===== config.mk =====
export PLATFORM = sky130hd
export DESIGN_NAME = fixed_point_line_rasterizer
export DESIGN_NICKNAME = d
export VERILOG_FILES = /design/src/hw/rtl/flr_pkg.sv /design/src/hw/rtl/fixed_point_line_rasterizer.sv
export SDC_FILE = /design/constraint.sdc
export NUM_CORES = 1
export LEC_CHECK = 0
export ABC_AREA = 1
export ABC_CLOCK_PERIOD_IN_PS = 5590
export BUFFER_PORTS_ARGS = -buffer_cell sky130_fd_sc_hd__buf_2
export CORE_AREA = 4 4 131 145
export DETAILED_ROUTE_END_ITERATION = 8
export DIE_AREA = 0 0 135 149
export PLACE_DENSITY = 0.87
export SLEW_MARGIN = 20
export SYNTH_ARGS = -nofsm -noshare
export SYNTH_HDL_FRONTEND = slang
export SYNTH_SLANG_ARGS = --single-unit
export TNS_END_PERCENT = 1

===== constraint.sdc =====
create_clock -name clk -period 5.59 [get_ports clk]
set_input_delay 1.118 -clock clk [delete_from_list [all_inputs] [get_ports clk]]
set_output_delay 1.118 -clock clk [all_outputs]
set_load 0.02 [all_outputs]

===== src/hw/rtl/flr_pkg.sv =====
// shared constants for the fixed-point line rasterizer
// no dependencies; used by fixed_point_line_rasterizer
`default_nettype none

package flr_pkg;

	// endpoint coordinate width
	localparam int COORD_BITS = 6;
	// fraction bits of the 6.16 slope quotient and of the slope accumulator
	localparam int FRAC_BITS = 16;
	// framebuffer address width and row pitch width
	localparam int ADDR_BITS = 12;
	localparam int PITCH_BITS = 7;
	localparam logic [PITCH_BITS-1:0] PITCH_RESET = PITCH_BITS'(64);

	// pixel count per line reaches 2^COORD_BITS
	localparam int CNT_BITS = COORD_BITS + 1;
	// serial divider: dividend is the minor delta shifted up by the fraction bits
	localparam int DIV_BITS = COORD_BITS + FRAC_BITS;
	localparam int DIV_CNT_BITS = $clog2(DIV_BITS);
	// slope magnitude is at most one, so it fits fraction bits plus one
	localparam int STEP_BITS = FRAC_BITS + 1;

endpackage

`default_nettype wire


===== src/hw/rtl/fixed_point_line_rasterizer.sv =====
// fixed-point line rasterizer: serial slope divider plus dda pixel stepper
// depends on flr_pkg (scoped references)
//
//  channel  | signals                                  | direction
//  ---------+------------------------------------------+----------
//  in       | in_valid, in_stall, start_x/y, end_x/y   | request in
//  out      | out_valid, out_stall, pixel_x/y,         | request out
//           | pixel_address, last_pixel                |
//  cfg      | cfg_we, cfg_wdata (row_pitch)            | write only
//
// a line request is accepted while idle; sloped lines then pass through the
// bit-serial restoring divider that forms the 6.16 slope, one quotient
// bit per cycle. after that one pixel leaves per cycle through the output
// register while out_stall does not hold it; axis-parallel lines skip the
// divider. in_stall is high from acceptance of a line with distinct endpoints
// until the last pixel is in the output register. reset clears control and
// sets row_pitch to 64. out_stall holds the output register and pauses stepping.
`default_nettype none

module fixed_point_line_rasterizer (
	input  wire logic clk,
	input  wire logic arst_n,
	// configuration
	input  wire logic cfg_we,
	input  wire logic [flr_pkg::PITCH_BITS-1:0] cfg_wdata,
	// line requests
	input  wire logic in_valid,
	output logic in_stall,
	input  wire logic [flr_pkg::COORD_BITS-1:0] start_x,
	input  wire logic [flr_pkg::COORD_BITS-1:0] start_y,
	input  wire logic [flr_pkg::COORD_BITS-1:0] end_x,
	input  wire logic [flr_pkg::COORD_BITS-1:0] end_y,
	// pixel requests
	output logic out_valid,
	input  wire logic out_stall,
	output logic [flr_pkg::COORD_BITS-1:0] pixel_x,
	output logic [flr_pkg::COORD_BITS-1:0] pixel_y,
	output logic [flr_pkg::ADDR_BITS-1:0] pixel_address,
	output logic last_pixel
);

	localparam int CB = flr_pkg::COORD_BITS;
	localparam int NB = flr_pkg::CNT_BITS;
	localparam int DB = flr_pkg::DIV_BITS;
	localparam int SB = flr_pkg::STEP_BITS;
	localparam int FB = flr_pkg::FRAC_BITS;
	localparam int AB = flr_pkg::ADDR_BITS;
	localparam int PB = flr_pkg::PITCH_BITS;
	localparam int DCB = flr_pkg::DIV_CNT_BITS;
	localparam int MB = CB + PB;

	localparam logic [1:0] ST_IDLE = 2'd0;
	localparam logic [1:0] ST_DIV  = 2'd1;
	localparam logic [1:0] ST_RUN  = 2'd2;

	logic [1:0] state_q;
	logic [PB-1:0] pitch_q;

	// per-line registers
	logic x_major_q;
	logic neg_q;
	logic [CB-1:0] major_q;
	logic [CB-1:0] minor_q;
	logic [NB-1:0] count_q;
	logic [CB-1:0] den_q;
	logic [CB-1:0] rem_q;
	logic [DB-1:0] quo_q;
	logic [DB-1:0] quo_nx;
	logic [DCB-1:0] div_cnt_q;
	logic [FB-1:0] acc_q;

	// output register
	logic out_valid_q;
	logic [CB-1:0] pix_x_q;
	logic [CB-1:0] pix_y_q;
	logic [AB-1:0] pix_addr_q;
	logic last_q;

	// request decode
	logic accept;
	logic horiz, vert, sloped, y_maj;
	logic [CB-1:0] adx, ady;
	logic [CB-1:0] lo_x, lo_y;
	logic ld_x_major, ld_neg;
	logic [CB-1:0] ld_major, ld_minor, ld_far, ld_num, ld_den;
	logic [NB-1:0] ld_count;

	assign accept = in_valid && !in_stall;
	assign in_stall = (state_q != ST_IDLE);

	always_comb begin
		adx = (start_x < end_x) ? (end_x - start_x) : (start_x - end_x);
		ady = (start_y < end_y) ? (end_y - start_y) : (start_y - end_y);
		lo_x = (start_x < end_x) ? start_x : end_x;
		lo_y = (start_y < end_y) ? start_y : end_y;
		horiz = (start_y == end_y);
		vert = (start_x == end_x);
		sloped = !horiz && !vert;
		y_maj = (adx <= ady);
		ld_far = '0;
		ld_num = adx;
		ld_den = ady;
		priority if (horiz) begin
			ld_x_major = 1'b1;
			ld_major = lo_x;
			ld_minor = start_y;
			ld_count = NB'(adx);
		end else if (vert) begin
			ld_x_major = 1'b0;
			ld_major = lo_y;
			ld_minor = start_x;
			ld_count = NB'(ady);
		end else if (y_maj) begin
			ld_x_major = 1'b0;
			ld_major = lo_y;
			ld_minor = (start_y < end_y) ? start_x : end_x;
			ld_far = (start_y < end_y) ? end_x : start_x;
			ld_count = NB'(ady) + NB'(1);
		end else begin
			ld_x_major = 1'b1;
			ld_major = lo_x;
			ld_minor = (start_x < end_x) ? start_y : end_y;
			ld_far = (start_x < end_x) ? end_y : start_y;
			ld_num = ady;
			ld_den = adx;
			ld_count = NB'(adx) + NB'(1);
		end
		ld_neg = sloped && (ld_far < ld_minor);
	end

	// restoring divider step: one quotient bit per cycle
	logic [CB:0] trial;
	logic trial_ge;
	always_comb begin
		trial = {rem_q, quo_q[DB-1]};
		trial_ge = (trial >= {1'b0, den_q});
		quo_nx = {quo_q[DB-2:0], trial_ge};
	end

	// dda step: accumulate slope, carry moves the minor coordinate
	logic [FB:0] acc_sum;
	logic [CB-1:0] minor_nx;
	logic [CB-1:0] px, py;
	logic [MB-1:0] row_prod;
	logic [AB-1:0] addr;
	logic emit;

	assign emit = (state_q == ST_RUN) && (!out_valid_q || !out_stall);

	always_comb begin
		acc_sum = {1'b0, acc_q} + quo_q[SB-1:0];
		if (acc_sum[FB]) begin
			minor_nx = neg_q ? (minor_q - CB'(1)) : (minor_q + CB'(1));
		end else begin
			minor_nx = minor_q;
		end
		px = x_major_q ? major_q : minor_nx;
		py = x_major_q ? minor_nx : major_q;
		row_prod = MB'(py) * MB'(pitch_q);
		addr = AB'(row_prod) + AB'(px);
	end

	// configuration register
	always_ff @(posedge clk or negedge arst_n) begin
		if (!arst_n) begin
			pitch_q <= flr_pkg::PITCH_RESET;
		end else if (cfg_we) begin
			pitch_q <= cfg_wdata;
		end
	end

	// sequencer
	always_ff @(posedge clk or negedge arst_n) begin
		if (!arst_n) begin
			state_q <= ST_IDLE;
		end else begin
			unique case (state_q)
				ST_IDLE: begin
					if (accept && !(horiz && vert)) begin
						state_q <= sloped ? ST_DIV : ST_RUN;
					end
				end
				ST_DIV: begin
					if (div_cnt_q == '0) begin
						state_q <= ST_RUN;
					end
				end
				ST_RUN: begin
					if (emit && count_q == NB'(1)) begin
						state_q <= ST_IDLE;
					end
				end
				default: state_q <= ST_IDLE;
			endcase
		end
	end

	// line datapath
	always_ff @(posedge clk) begin
		if (accept) begin
			x_major_q <= ld_x_major;
			neg_q <= ld_neg;
			major_q <= ld_major;
			minor_q <= ld_minor;
			count_q <= ld_count;
			den_q <= ld_den;
			rem_q <= '0;
			quo_q <= sloped ? {ld_num, FB'(0)} : '0;
			div_cnt_q <= DCB'(DB - 1);
			acc_q <= '0;
		end else if (state_q == ST_DIV) begin
			rem_q <= trial_ge ? CB'(trial - {1'b0, den_q}) : trial[CB-1:0];
			quo_q <= quo_nx;
			div_cnt_q <= div_cnt_q - DCB'(1);
		end else if (emit) begin
			acc_q <= acc_sum[FB-1:0];
			minor_q <= minor_nx;
			major_q <= major_q + CB'(1);
			count_q <= count_q - NB'(1);
		end
	end

	// output register
	always_ff @(posedge clk or negedge arst_n) begin
		if (!arst_n) begin
			out_valid_q <= 1'b0;
		end else if (emit) begin
			out_valid_q <= 1'b1;
		end else if (!out_stall) begin
			out_valid_q <= 1'b0;
		end
	end

	always_ff @(posedge clk) begin
		if (emit) begin
			pix_x_q <= px;
			pix_y_q <= py;
			pix_addr_q <= addr;
			last_q <= (count_q == NB'(1));
		end
	end

	assign out_valid = out_valid_q;
	assign pixel_x = pix_x_q;
	assign pixel_y = pix_y_q;
	assign pixel_address = pix_addr_q;
	assign last_pixel = last_q;

	// checks
	a_run_has_pixels: assert property (@(posedge clk) disable iff (!arst_n)
		(state_q == ST_RUN) |-> (count_q != '0))
		else $error("stepping with no pixels left");

	a_slope_bound: assert property (@(posedge clk) disable iff (!arst_n)
		(state_q == ST_RUN) |-> (quo_q <= DB'(1 << FB)))
		else $error("slope magnitude above one");

	a_last_ends_line: assert property (@(posedge clk) disable iff (!arst_n)
		(emit && count_q == NB'(1)) |=> (state_q == ST_IDLE && last_pixel))
		else $error("final pixel did not end the line");

	a_line_starts: assert property (@(posedge clk) disable iff (!arst_n)
		(accept && !(horiz && vert)) |=> (state_q != ST_IDLE))
		else $error("line request dropped");

endmodule

`default_nettype wire

==> metrics.cfg <==
[drt]
wire_per_inst_um=15.8
drc=0
drtIter0Drc=702
ant_nets=0
via_count=9195
wl_um=25700
viasPerCell=5.67
drt-pass1-iter-count=7

[synth]
synth_cell_types=59
syn_area_mm2=0.00985
synthesis.nets=1448
avgSynthCellArea_um2=7.65
yosysSeqAreaShare_pct=30.6
synth_edf_count=74
synth_flop_cell=edfxtp_1
synth.most_common_cell=nand2_1
synthTopCellsByArea=edfxtp_1, ha_1, nand2_1, inv_1, fa_1
ys_warn_count=0
async_flop_share_pct=9.01
synth.top_cells.by_count=nand2_1, inv_1, nor2_1
synth_largest_area_cell=edfxtp_1
ys_seq_elements=111
syn_inst=1288
synth_top_area_share_pct=22.6

[sta]
rsz0062_at_grt=true
tightest_slew_ps=826
slew_headroom_pct=44.8
finalSetupViolCount=4
max_freq_mhz=175
postLayoutSetupSlackWorst_ps=-109
period_share_pct=102
clock_skew_ps=6.59
period_minus_slack_ps=5700
hold_viol=0
drv_slew=0

[placed_design]
dpl_worst_slack_ps=-190
portBuffers=62
dp_hpwl_um=18900
place_congestion=0.995

[clock_tree]
htreeDepth=3
clk_latency_ps=350
cts_root_buf=clkbuf_16
cts-hold-fix-buffers=0
cts_buffer_depth=2
numClockSinks=111
clk_pin_slew_ps=70
tritoncts=done
numCtsBuffers=9

[setup_path]
end_kind=flip-flop
cp.required_ps=5700
r2r_cells=31
cp_max_fo=6
worst_setup_path_start_kind=flip-flop
cpPeakStageDelay_ps=540
r2r_setup_slack_ps=-110
crit_path_frequent_cell=nand2_2
cp_slowest_cell=fa_1
worstSetupPathType=reg2reg
cp.arrival_ps=5810

[floorplanning]
die_y_um=149
initial_utilization_pct=56.1
io_pins=63
core-area_mm2=0.0175
die_x_um=135
rows=51
dieArea_mm2=0.0201

[cells_and_area]
drive_above_1_share_pct=16.5
areaGrowthSynthToFinish_pct=13.7
fill_cells=1428
nets=1538
diodes=0
finalCoreUtilization_pct=63.8

[global_routing]
grt_pass1_wl_um=41900
antenna_found_initial=0
grt_util_all_layers_pct=25.5
first_global_vias=8997
gr-total-overflow=0
grt_max_degree=51

[hold_path]
hp-class=reg2reg
min_delay_path_depth=2

[status]
violations=negative setup slack
status=complete, but fails checks

[run]
maxCapViolCount=0

[logic make-up after synthesis]
group                      synth area share, %
AOI/OAI and AO/OA                         14.5
xor gates and xnor gates                  2.76
DFF                                       30.6
muxes                                    0.203
and+or+nand+nor                           24.1
buffers and inverters                     9.71
adders and majority gates                 18.0
[critical path: cells and delay by family, from the launching register on]
family          cells  cell delay [ps]
compound gates      4              400
xor+xnor            1              210
fa+ha+maj           7             2960
buf+inv             4              260
flops               1              410
simple gates       15             1220
[routing by layer]
layer / vias to the layer above / track usage (%) / part of all wire [%]
li1: 4433 / - / -
met4: 0 / 13.6 / 4.6
met2: 410 / 43.6 / 49
met3: 104 / 3.51 / 7.0
met5: - / 0 / 0
met1: 4248 / 31.2 / 40
[state kept, by name, summed over array words and instances (netlist names), 2 cells and up]
| name | cells |
|---|---|
| quo_q | 22 |
| acc_q | 16 |
| pixel_address | 12 |
| count_q | 7 |
| pitch_q | 7 |
| den_q | 6 |
| major_q | 6 |
| minor_q | 6 |
| pixel_x | 6 |
| pixel_y | 6 |
| rem_q | 6 |
| div_cnt_q | 5 |
| state_q | 2 |
[timing repair]
action / CTS / global route
buffers inserted: 4 / 5
cloned: 1 / 0
endpoints found under the setup margin: 4 / 6
pin swaps: 16 / 7
resized for setup: 20 / 13
[area by class of cell]
type | instances | area, µm² | share of cell area [%]
multi-input combinational | 942 | 6120 | 54.6
sequential | 111 | 3010 | 26.9
inverter | 201 | 756 | 6.75
timing repair buffer | 113 | 693 | 6.19
tap | 238 | 298 | 2.66
clock buffer | 10 | 229 | 2.04
clock inverter | 6 | 91.3 | 0.815
[final timing paths]
check                               from           endpoint
min in group asynchronous         arst_n          out_valid
max in group asynchronous         arst_n         pitch_q[6]
worst max register to register  quo_q[0]  pixel_address[11]
worst max-delay path            quo_q[0]  pixel_address[11]
worst min-delay path            acc_q[0]           acc_q[0]
worst min register to register  acc_q[0]           acc_q[0]
[placed cells by master (no fill, tap or decap), types with 5 or more instances in the layout]
| cell | count |
|---|---|
| a21oi_1 | 56 |
| nand2_1 | 291 |
| o221ai_1 | 5 |
| a21o_1 | 5 |
| clkbuf_16 | 9 |
| o21ai_0 | 87 |
| nand2_4 | 9 |
| xnor2_1 | 15 |
| buf_2 | 62 |
| o21ai_2 | 7 |
| o211ai_1 | 19 |
| fa_1 | 29 |
| nand4_1 | 11 |
| edfxtp_1 | 74 |
| inv_2 | 10 |
| o22ai_1 | 5 |
| nand2_2 | 22 |
| a31oi_1 | 5 |
| nand3_1 | 70 |
| ha_1 | 88 |
| o21ai_1 | 12 |
| inv_1 | 189 |
| nand3_2 | 8 |
| nor2_2 | 9 |
| a21oi_2 | 5 |
| xor2_1 | 15 |
| dfrtp_1 | 9 |
| nor3_1 | 5 |
| buf_4 | 51 |
| dfxtp_1 | 27 |
| nor2_1 | 107 |
[through the flow]
step | hold slack, ps | area (µm²) | TNS, ps | cells
after floorplan | 452 | 9930 | 0 | 1288
after global placement | 463 | 10700 | -4.25 | 1595
after detailed placement | 475 | 10700 | -436 | 1595
after CTS | 484 | 11100 | -48.3 | 1616
after global routing | 508 | 11200 | -1370 | 1621
final | 483 | 11200 | -376 | 1621
Power is not shown: default switching activity piles up to over one toggle a cycle in this logic, so the estimate is an artifact.
